<file path="src/hdl/plint_pkg.sv">
// ----------------------------------------------------------------------------
// Piecewise linear interpolator package
// Shared widths, codes and the command and status bundles.
// ----------------------------------------------------------------------------
package plint_pkg;

  localparam int unsigned DEPTH_DEFAULT = 64;
  localparam int unsigned DATA_W        = 32;
  localparam int unsigned COUNT_W       = 7;
  localparam int unsigned SLOT_W        = 6;
  localparam int unsigned STATUS_W      = 2;

  localparam logic [COUNT_W-1:0] COUNT_RESET = COUNT_W'(2);

  localparam logic REQ_WRITE = 1'b0;
  localparam logic REQ_QUERY = 1'b1;

  localparam logic [STATUS_W-1:0] RS_IN_RANGE   = 2'd0;
  localparam logic [STATUS_W-1:0] RS_BELOW      = 2'd1;
  localparam logic [STATUS_W-1:0] RS_ABOVE      = 2'd2;
  localparam logic [STATUS_W-1:0] RS_ZERO_WIDTH = 2'd3;

  typedef enum logic [2:0] {
    RD_FIRST,
    RD_LAST,
    RD_MID,
    RD_SEG,
    RD_SEG_NEXT
  } rdsel_e;

  typedef struct packed {
    logic   wr;
    logic   start;
    logic   rd_en;
    rdsel_e rd_sel;
    logic   cap_first;
    logic   cap_last;
    logic   bis_step;
    logic   seg_eval;
    logic   cap_p0;
    logic   diff;
    logic   mul;
    logic   div_start;
    logic   fin;
    logic   load_out;
  } cmd_t;

  typedef struct packed {
    logic bis_done;
    logic skip;
    logic div_busy;
  } sts_t;

endpackage

</file>
<file path="src/hdl/plint_ctrl.sv">
// ----------------------------------------------------------------------------
// Piecewise linear interpolator controller
// Sequences table writes, bisection, interpolation and result hand-off.
// ----------------------------------------------------------------------------
module plint_ctrl import plint_pkg::*; (
  input  logic clk_i,
  input  logic rst_ni,
  input  logic in_valid_i,
  input  logic req_type_i,
  output logic in_ready_o,
  output logic out_valid_o,
  input  logic out_ready_i,
  input  sts_t sts_i,
  output cmd_t cmd_o
);

  typedef enum logic [3:0] {
    S_IDLE,
    S_RD_FIRST,
    S_RD_LAST,
    S_CAP_LAST,
    S_BIS_ISSUE,
    S_BIS_CMP,
    S_SEG,
    S_RD_SEG,
    S_RD_NEXT,
    S_DIFF,
    S_MUL,
    S_DIV_START,
    S_DIV_WAIT,
    S_FIN,
    S_OUT
  } state_e;

  state_e state_q, state_d;
  logic   out_valid_q, out_valid_d;
  cmd_t   cmd;

  always_comb begin
    state_d     = state_q;
    out_valid_d = out_valid_q;
    cmd         = '0;
    if (out_valid_q && out_ready_i) begin
      out_valid_d = 1'b0;
    end
    unique case (state_q)
      S_IDLE: begin
        if (in_valid_i) begin
          if (req_type_i == REQ_QUERY) begin
            cmd.start = 1'b1;
            state_d   = S_RD_FIRST;
          end else if (req_type_i == REQ_WRITE) begin
            cmd.wr = 1'b1;
          end
        end
      end
      S_RD_FIRST: begin
        cmd.rd_en  = 1'b1;
        cmd.rd_sel = RD_FIRST;
        state_d    = S_RD_LAST;
      end
      S_RD_LAST: begin
        cmd.cap_first = 1'b1;
        cmd.rd_en     = 1'b1;
        cmd.rd_sel    = RD_LAST;
        state_d       = S_CAP_LAST;
      end
      S_CAP_LAST: begin
        cmd.cap_last = 1'b1;
        state_d      = S_BIS_ISSUE;
      end
      S_BIS_ISSUE: begin
        if (sts_i.bis_done) begin
          state_d = S_SEG;
        end else begin
          cmd.rd_en  = 1'b1;
          cmd.rd_sel = RD_MID;
          state_d    = S_BIS_CMP;
        end
      end
      S_BIS_CMP: begin
        cmd.bis_step = 1'b1;
        state_d      = S_BIS_ISSUE;
      end
      S_SEG: begin
        cmd.seg_eval = 1'b1;
        state_d      = S_RD_SEG;
      end
      S_RD_SEG: begin
        if (sts_i.skip) begin
          state_d = S_OUT;
        end else begin
          cmd.rd_en  = 1'b1;
          cmd.rd_sel = RD_SEG;
          state_d    = S_RD_NEXT;
        end
      end
      S_RD_NEXT: begin
        cmd.cap_p0 = 1'b1;
        cmd.rd_en  = 1'b1;
        cmd.rd_sel = RD_SEG_NEXT;
        state_d    = S_DIFF;
      end
      S_DIFF: begin
        cmd.diff = 1'b1;
        state_d  = S_MUL;
      end
      S_MUL: begin
        if (sts_i.skip) begin
          state_d = S_OUT;
        end else begin
          cmd.mul = 1'b1;
          state_d = S_DIV_START;
        end
      end
      S_DIV_START: begin
        cmd.div_start = 1'b1;
        state_d       = S_DIV_WAIT;
      end
      S_DIV_WAIT: begin
        if (!sts_i.div_busy) begin
          state_d = S_FIN;
        end
      end
      S_FIN: begin
        cmd.fin = 1'b1;
        state_d = S_OUT;
      end
      S_OUT: begin
        if (!out_valid_q || out_ready_i) begin
          cmd.load_out = 1'b1;
          out_valid_d  = 1'b1;
          state_d      = S_IDLE;
        end
      end
      default: begin
        state_d = S_IDLE;
      end
    endcase
  end

  always_ff @(posedge clk_i or negedge rst_ni) begin
    if (!rst_ni) begin
      state_q     <= S_IDLE;
      out_valid_q <= 1'b0;
    end else begin
      state_q     <= state_d;
      out_valid_q <= out_valid_d;
    end
  end

  assign in_ready_o  = state_q == S_IDLE;
  assign out_valid_o = out_valid_q;
  assign cmd_o       = cmd;

endmodule

</file>
<file path="config.mk">
export PLATFORM = sky130hd
export DESIGN_NAME = plint_ctrl
export DESIGN_NICKNAME = d
export VERILOG_FILES = /design/src/hdl/plint_pkg.sv /design/src/hdl/plint_ctrl.sv
export SDC_FILE = /design/constraint.sdc
export NUM_CORES = 1
export LEC_CHECK = 0
export ABC_AREA = 1
export BUFFER_PORTS_ARGS = -buffer_cell sky130_fd_sc_hd__buf_4
export CAP_MARGIN = 25
export CORE_AREA = 8 8 45 47
export DETAILED_ROUTE_END_ITERATION = 10
export DIE_AREA = 0 0 53 55
export GPL_ROUTABILITY_DRIVEN = 1
export GPL_TIMING_DRIVEN = 0
export HOLD_SLACK_MARGIN = 0.08
export PLACE_DENSITY = 0.69
export SLEW_MARGIN = 20
export SYNTH_ARGS = -nofsm -noshare
export SYNTH_HDL_FRONTEND = slang
export SYNTH_SLANG_ARGS = --single-unit
</file>
<file path="constraint.sdc">
create_clock -name clk_i -period 1.22 [get_ports clk_i]
set_input_delay 0.244 -clock clk_i [delete_from_list [all_inputs] [get_ports clk_i]]
set_output_delay 0.244 -clock clk_i [all_outputs]
set_load 0.005 [all_outputs]
</file>
==> out/metrics.yaml, run 1 <==
peakVddDrop_mv: 1.140
yosys_warnings: 0
dieArea_um2: 2915
die_h_um: 55
worst-setup-path-type: "reg -> out"
worstHoldStart: "sts_i[2]"
critPathArrivalTime_ns: 1.31
seq_area_frac_synth: 0.2488
firstDrtPassIters: 4
drt_iter0_drc: 11
p_leak_nw: 0.5364
slowest_delay_ns: 0.45
setup_violations: 17
cts_buffers: 3
drc: 0
grt_use_total: 0.1195
ctsHtreeMaxLevel: 1
synth_seq_cells: 5
worst_r2r_path_depth: 8
synth_cell_types: 15
overflow: 0
crit_required_ns: 0.98
insertion_delay_ns: 0.24
max-slew-margin-rel: 0.8362
io_pins: 26
syn_area_per_cell_um2: 5.716
setup_slack_ns: -0.3320
critPathMostFrequentCell: "nor2_4"
drv_cap: 0
post_dp_cell_area_um2: 710.7
maxSlewViolCount: 0
grt_pass1_wl_um: 2670
holdPathEnd: "state_q[1]"
synth_fp_nets: 96
wl_per_cell_um: 11.96
rsz0062_at_grt: "true"
r2r_start: "state_q[0]"
max_freq_mhz: 644.3
final_area_um2: 923.4
antenna_cells: 0
grt_pass1_vias: 645
worst_hold_path.num_cells: 3
fin_crit_sh: 1.272
area_delta_synth_final_pct: 83.58
fin_nets: 139
fin_util: 0.6673
finClkSkew_ns: 0.002188
grt_max_degree: 8
fp.coreArea_um2: 1384
wl_um: 1746
start_util: 0.3635
cp-start-kind: "flop"
drive_above_1_share: 0.5538
violations: "negative setup slack"
vias_per_cell: 4.548
end_kind: "primary output"
placement.io_buffers: 25
period_minus_slack_ns: 1.552
tritoncts: "yes"
p_per_area_nw_per_um2: 2373
ant_nets: 0
path_clk_slew_ns: 0.04
layout_common_cells: "buf_4 (32), nand2_1 (23), inv_1 (12)"
hold_viol_final: 0
place.gp.congestion: 0.8112
hp-class: "in -> reg"
worstPathCellList: "nor2_4 > inv_2 > nor2_4 > nand2_2 > nand3_1 > buf_4"
vias: 664
nFillCells: 122
crit_path_max_fanout: 5
die-width_um: 53
r2r-end: "state_q[0]"
synth_area_um2: 503.0
antenna_found_initial: 0
worst_slew_pin_slew_ns: 0.2446
final_common_cell: "buf_4"
slowest_stage: "dfrtp_2"
cts.path.max_buffers: 2
row_count: 14
rrSetupSlack_ns: 0
cts-root-buf: "clkbuf_4"
syn_inst: 88
outcome: "finished with violations"
cts_sinks: 5
detailed_place_hpwl_um: 1205
[worst max path at each step]
stage                           from        end  slack (ns)
final                     state_q[1]  cmd_o[13]       -0.33
after global routing      state_q[1]  cmd_o[13]       -0.41
after CTS                 state_q[1]  cmd_o[13]       -0.31
after detailed placement  state_q[1]  cmd_o[13]       -0.15
after global placement    state_q[3]  cmd_o[15]       -0.16
after floorplan           state_q[3]  cmd_o[15]       0.002
[critical path: cells and delay by family, from the launching register on]
kind          cells  cell delay, ns
flops             1            0.45
buf+inv           2            0.18
simple gates      4            0.44
[timing repair]
action / 4_1_cts / 5_1_grt
setup endpoints to repair: 17 / 20
resized for setup: 17 / 12
buffers inserted: 10 / 3
pin swaps: 7 / 5
hold buffers: 1 / 0
endpoints found under the hold margin: 5 / 0
[cells by family (layout without fill, tap and decap cells)]
kind of cell | Yosys count | in the layout | share of synthesized area
AND/OR/NAND/NOR | 57 | 57 | 0.5224
AO/OA/AOI/OAI | 6 | 6 | 0.06467
buffers and inverters | 20 | 62 | 0.1642
flip-flops | 5 | 5 | 0.2488
[area by class of cell]
cell class	count	area [um^2]	area share
well taps	16	20.02	0.02168
clock buffers	4	26.28	0.02846
inverters	19	73.82	0.07995
multi-input cells	63	356.6	0.3862
flip-flops and latches	5	128.9	0.1396
plain buffers	1	11.26	0.01220
repair buffers	38	306.5	0.3320
[registers in the layout, summed over array words and instances (netlist names)]
signal,flops
out_valid_o,1
state_q,4
[routing by layer]
layer  wire (um)  GRT usage  vias to the layer above
li1            -          -                      346
met1         710     0.1227                      300
met2         967     0.2363                       18
met3          68    0.02139                        0
met4           0    0.03879                        0
met5           0          0                        -
[Yosys cell counts]
library cell | instances | area (um^2)
o21ai_0 | 4 | 20.02
o211ai_1 | 1 | 7.510
nand3_2 | 2 | 20.02
nand4_1 | 1 | 6.260
inv_2 | 3 | 11.26
inv_1 | 16 | 60.06
nor2_2 | 5 | 31.28
nand2_1 | 26 | 97.59
a21oi_1 | 1 | 5.000
dfrtp_1 | 5 | 125.1
nand3_1 | 5 | 25.02
nor2_4 | 1 | 11.26
nor2_1 | 14 | 52.55
buf_6 | 1 | 11.26
nand2_2 | 3 | 18.77
[per-stage QoR]
| step | hold slack (ns) | cells | TNS, ns | power [mW] | setup slack (ns) |
|---|---|---|---|---|---|
| floorplan | -0.05159 | 88 | 0 | 1.017 | 0.002399 |
| global placement | 0.04596 | 129 | -0.8431 | 1.400 | -0.1600 |
| detailed placement | 0.04596 | 129 | -0.8283 | 1.413 | -0.1519 |
| CTS | 0.2464 | 144 | -3.518 | 1.969 | -0.3149 |
| global route | 0.2752 | 146 | -5.029 | 2.345 | -0.4068 |
| finish | 0.2707 | 146 | -3.814 | 2.191 | -0.3320 |
[report_power, final]
part	internal, mW	total, mW	switching, mW
registers	0.248	0.368	0.121
logic	0.793	1.64	0.844
clock network	0.123	0.186	0.0624
total	1.16	2.19	1.03
(Power assumes the default switching activity.)
==> run 2, diff against run 1 <==
--- a/config.mk
+++ b/config.mk
@@ -14,7 +14,7 @@
 export GPL_ROUTABILITY_DRIVEN = 1
 export GPL_TIMING_DRIVEN = 0
 export HOLD_SLACK_MARGIN = 0.08
-export PLACE_DENSITY = 0.69
+export PLACE_DENSITY_LB_ADDON = 0.2
 export SLEW_MARGIN = 20
 export SYNTH_ARGS = -nofsm -noshare
 export SYNTH_HDL_FRONTEND = slang
==> out/metrics.yaml, run 2 (synthesis results as in run 1) <==
cts_buffers: 3
layout_common_cells: "buf_4 (40), nand2_1 (18), buf_6 (9), inv_1 (9)"
row_count: 14
fin_crit_sh: 1.292
ant_nets: 0
vias: 770
cts_sinks: 5
wl_um: 2134
maxSlewViolCount: 0
nFillCells: 96
ctsHtreeMaxLevel: 1
grt_pass1_vias: 717
max-slew-margin-rel: 0.8192
p_leak_nw: 0.6193
antenna_cells: 0
worst_slew_pin_slew_ns: 0.2701
outcome: "finished with violations"
final_common_cell: "buf_4"
wl_per_cell_um: 13.59
fp.coreArea_um2: 1384
die-width_um: 53
hold_viol_final: 0
fin_nets: 150
io_pins: 26
r2r_start: "state_q[3]"
start_util: 0.3635
drive_above_1_share: 0.6809
antenna_found_initial: 0
cts.path.max_buffers: 2
critPathArrivalTime_ns: 1.33
grt_pass1_wl_um: 2904
setup_violations: 21
multi_input_area_um2: 401.6
crit_path_max_fanout: 5
violations: "negative setup slack"
hp-class: "in -> reg"
dieArea_um2: 2915
worstHoldStart: "sts_i[2]"
crit_required_ns: 0.98
worst-setup-path-type: "reg -> out"
die_h_um: 55
period_minus_slack_ns: 1.577
dpl.cell_count: 129
rsz0062_at_grt: "true"
p_per_area_nw_per_um2: 2354
cp-start-kind: "flop"
seq_area_um2: 128.9
drc: 0
overflow: 0
setup_slack_ns: -0.3566
detailed_place_hpwl_um: 1210
tritoncts: "yes"
largest_register_ffs: 4
peakVddDrop_mv: 1.153
placement.io_buffers: 25
r2r-end: "state_q[0]"
path_clk_slew_ns: 0.04
drv_cap: 0
whs_ns: 0.2699
stdcell_count: 157
regMostFlops: "state_q"
firstDrtPassIters: 4
final_area_um2: 1065
max_freq_mhz: 634.3
worst_r2r_path_depth: 11
p_total_mw: 2.506
area_delta_synth_final_pct: 111.7
insertion_delay_ns: 0.23
post_dp_cell_area_um2: 710.7
vias_per_cell: 4.904
grt_use_total: 0.1300
grt_max_degree: 8
finClkSkew_ns: 0.002577
end_kind: "primary output"
worst_hold_path.num_cells: 3
cts-root-buf: "clkbuf_4"
rrSetupSlack_ns: -0.27
place.gp.congestion: 0.8352
drt_iter0_drc: 23
holdPathEnd: "state_q[1]"
-- run 2: critical path, cell delays in order (launching register included) --
cell and delay (ns):
dfrtp_2 0.47, nor2_4 0.22, inv_2 0.07, nor2_4 0.10, nand2_2 0.07, nand2_1 0.06, buf_4 0.10
-- run 2: layer usage --
layer	vias to the layer above	part of all wire	global-route usage
met5	-	0	0
li1	373	-	-
met2	46	0.52	0.2383
met4	0	0.022	0.07328
met3	4	0.084	0.03476
met1	347	0.37	0.1306
-- run 2: cell type report --
cell class                      count  share of cell area
Buffer                              1             0.01058
Tap cell                           16             0.01880
Sequential cell                     5              0.1210
Multi-Input combinational cell     63              0.3772
Clock buffer                        4             0.02468
Inverter                           19             0.07168
Timing Repair Buffer               49              0.3760
-- run 2: worst max-delay path by stage --
| stage | startpoint | end | slack [ns] | cells after the start |
|---|---|---|---|---|
| 2_1_floorplan | state_q[3] | cmd_o[15] | 0.002 | 6 |
| 3_3_place_gp | state_q[3] | cmd_o[15] | -0.15 | 7 |
| 3_5_place_dp | state_q[3] | cmd_o[15] | -0.17 | 7 |
| 4_1_cts | state_q[0] | cmd_o[10] | -0.31 | 5 |
| 5_1_grt | state_q[0] | cmd_o[13] | -0.41 | 6 |
| 6_report | state_q[0] | cmd_o[11] | -0.36 | 6 |
-- run 2: where the power goes --
part | total (mW) | switching (mW) | internal (mW)
logic | 1.94 | 0.975 | 0.963
registers | 0.386 | 0.138 | 0.248
clock network | 0.183 | 0.0594 | 0.123
total | 2.51 | 1.17 | 1.33
-- run 2: stage by stage --
step                      utilization  worst slack, ns  TNS [ns]
final                          0.7694          -0.3566    -4.730
after global placement         0.5136          -0.1548   -0.8121
after CTS                      0.6998          -0.3066    -4.091
after detailed placement       0.5136          -0.1667   -0.9654
after global routing           0.7694          -0.4116    -5.842
after floorplan                     -         0.002399         0
-- run 2: what timing repair did --
action / 4_1_cts / 5_1_grt
endpoints found under the setup margin: 19 / 20
hold buffers: 1 / 0
pin swaps: 12 / 4
hold endpoints to repair: 5 / 0
gates resized for setup: 29 / 20
buffers inserted: 20 / 4
==> run 3, diff against run 2 <==
--- a/config.mk
+++ b/config.mk
@@ -9,6 +9,7 @@
 export BUFFER_PORTS_ARGS = -buffer_cell sky130_fd_sc_hd__buf_4
 export CAP_MARGIN = 25
 export CORE_AREA = 8 8 45 47
+export CTS_BUF_LIST = sky130_fd_sc_hd__clkbuf_8
 export DETAILED_ROUTE_END_ITERATION = 10
 export DIE_AREA = 0 0 53 55
 export GPL_ROUTABILITY_DRIVEN = 1
==> out/metrics.yaml, run 3 (synthesis results as in run 1) <==
setup_violations: 21
antenna_found_initial: 0
crit_required_ns: 0.98
grt_pass1_vias: 708
ant_nets: 0
fp.coreArea_um2: 1384
ctsHtreeMaxLevel: 1
critPathArrivalTime_ns: 1.31
end_kind: "primary output"
place.gp.congestion: 0.8352
max_freq_mhz: 642.6
io_pins: 26
dieArea_um2: 2915
met2_usage: 0.2402
drt_iter0_drc: 25
setup_slack_ns: -0.3363
final_common_cell: "buf_4"
peakVddDrop_mv: 1.166
seq_area_um2: 128.9
start_util: 0.3635
outcome: "finished with violations"
gr-max-usage-layer: "met2"
fin_util: 0.7731
finClkSkew_ns: 0.002344
fin_crit_sh: 1.276
path_clk_slew_ns: 0.03
insertion_delay_ns: 0.22
use_met1: 0.1348
multi_input_area_um2: 394.1
layout_common_cells: "buf_4 (41), nand2_1 (18), inv_1 (11)"
grt_use_total: 0.1342
rsz0062_at_grt: "true"
drive_above_1_share: 0.6667
fin_nets: 150
grt_max_degree: 8
p_leak_nw: 0.6232
cts_sinks: 5
worst_slew_pin_slew_ns: 0.2668
placement.io_buffers: 25
violations: "negative setup slack"
hp-class: "in -> reg"
cp-start-kind: "flop"
drv_cap: 0
nFillCells: 92
firstDrtPassIters: 4
area_delta_synth_final_pct: 112.7
met3_usage: 0.02941
regMostFlops: "state_q"
worst-setup-path-type: "reg -> out"
cts.path.max_buffers: 2
vias_per_cell: 4.822
cts_buffers: 3
hold_viol_final: 0
detailed_place_hpwl_um: 1210
drc: 0
wl_um: 2036
antenna_cells: 0
grt_pass1_wl_um: 2946
maxSlewViolCount: 0
vias: 757
wl_per_cell_um: 12.97
crit_path_max_fanout: 5
period_minus_slack_ns: 1.556
cts-root-buf: "clkbuf_8"
max-slew-margin-rel: 0.8214
die_h_um: 55
tritoncts: "yes"
row_count: 14
fin_tns_setup_ns: -4.298
p_per_area_nw_per_um2: 2448
largest_register_ffs: 4
overflow: 0
die-width_um: 53
## run 3: path summary, 6_finish.rpt
path	cells after the start	endpoint	start	slack (ns)
worst max-delay path	6	cmd_o[11]	state_q[0]	-0.34
worst min-delay path	3	state_q[1]	sts_i[2]	0.27
worst max register to register	11	state_q[0]	state_q[3]	-0.25
worst min register to register	4	out_valid_o	out_valid_o	0.64
max in group asynchronous	2	state_q[0]	rst_ni	0.74
min in group asynchronous	2	state_q[3]	rst_ni	0.36
## run 3: metrics by stage
| stage | total power [mW] | instances | setup slack, ns | hold slack [ns] | cell area (um^2) |
|---|---|---|---|---|---|
| floorplan | 1.017 | 88 | 0.002399 | -0.05159 | 503.0 |
| global placement | 1.405 | 129 | -0.1548 | 0.04546 | 710.7 |
| detailed placement | 1.411 | 129 | -0.1667 | 0.04476 | 710.7 |
| CTS | 2.313 | 153 | -0.2815 | 0.2704 | 991.0 |
| global route | 2.781 | 157 | -0.3878 | 0.2837 | 1070 |
| finish | 2.619 | 157 | -0.3363 | 0.2720 | 1070 |
## run 3: worst max-delay path, cell delays in order (launching register included)
cell	delay (ns)
dfrtp_2	0.47
nor2_4	0.21
inv_2	0.08
nor2_4	0.10
nand2_2	0.07
nand2_1	0.06
buf_4	0.10
## run 3: repair_timing
action / CTS / global route
hold endpoints to repair: 5 / 0
gates cloned: 0 / 0
hold buffers: 1 / 0
pin swaps: 12 / 6
setup endpoints to repair: 19 / 20
gates resized for setup: 29 / 15
setup buffers: 20 / 4
## run 3: layout make-up
cell class,count,area share
Inverter,19,0.06901
Sequential cell,5,0.1205
Timing Repair Buffer,49,0.3708
Clock inverter,1,0.003509
Buffer,1,0.01053
Multi-Input combinational cell,63,0.3684
Clock buffer,3,0.03860
Tap cell,16,0.01871
## run 3: power breakdown
part	switching [mW]	internal [mW]
combinational	0.949	0.975
clock	0.0789	0.215
sequential	0.153	0.248
## run 3: metal layers
metal  part of all wire  vias to the layer above  wire length, um
met3              0.065                        8              133
li1                   -                      375                -
met2               0.51                       26             1033
met4              0.040                        0               81
met5                  0                        -                0
met1               0.39                      348              787
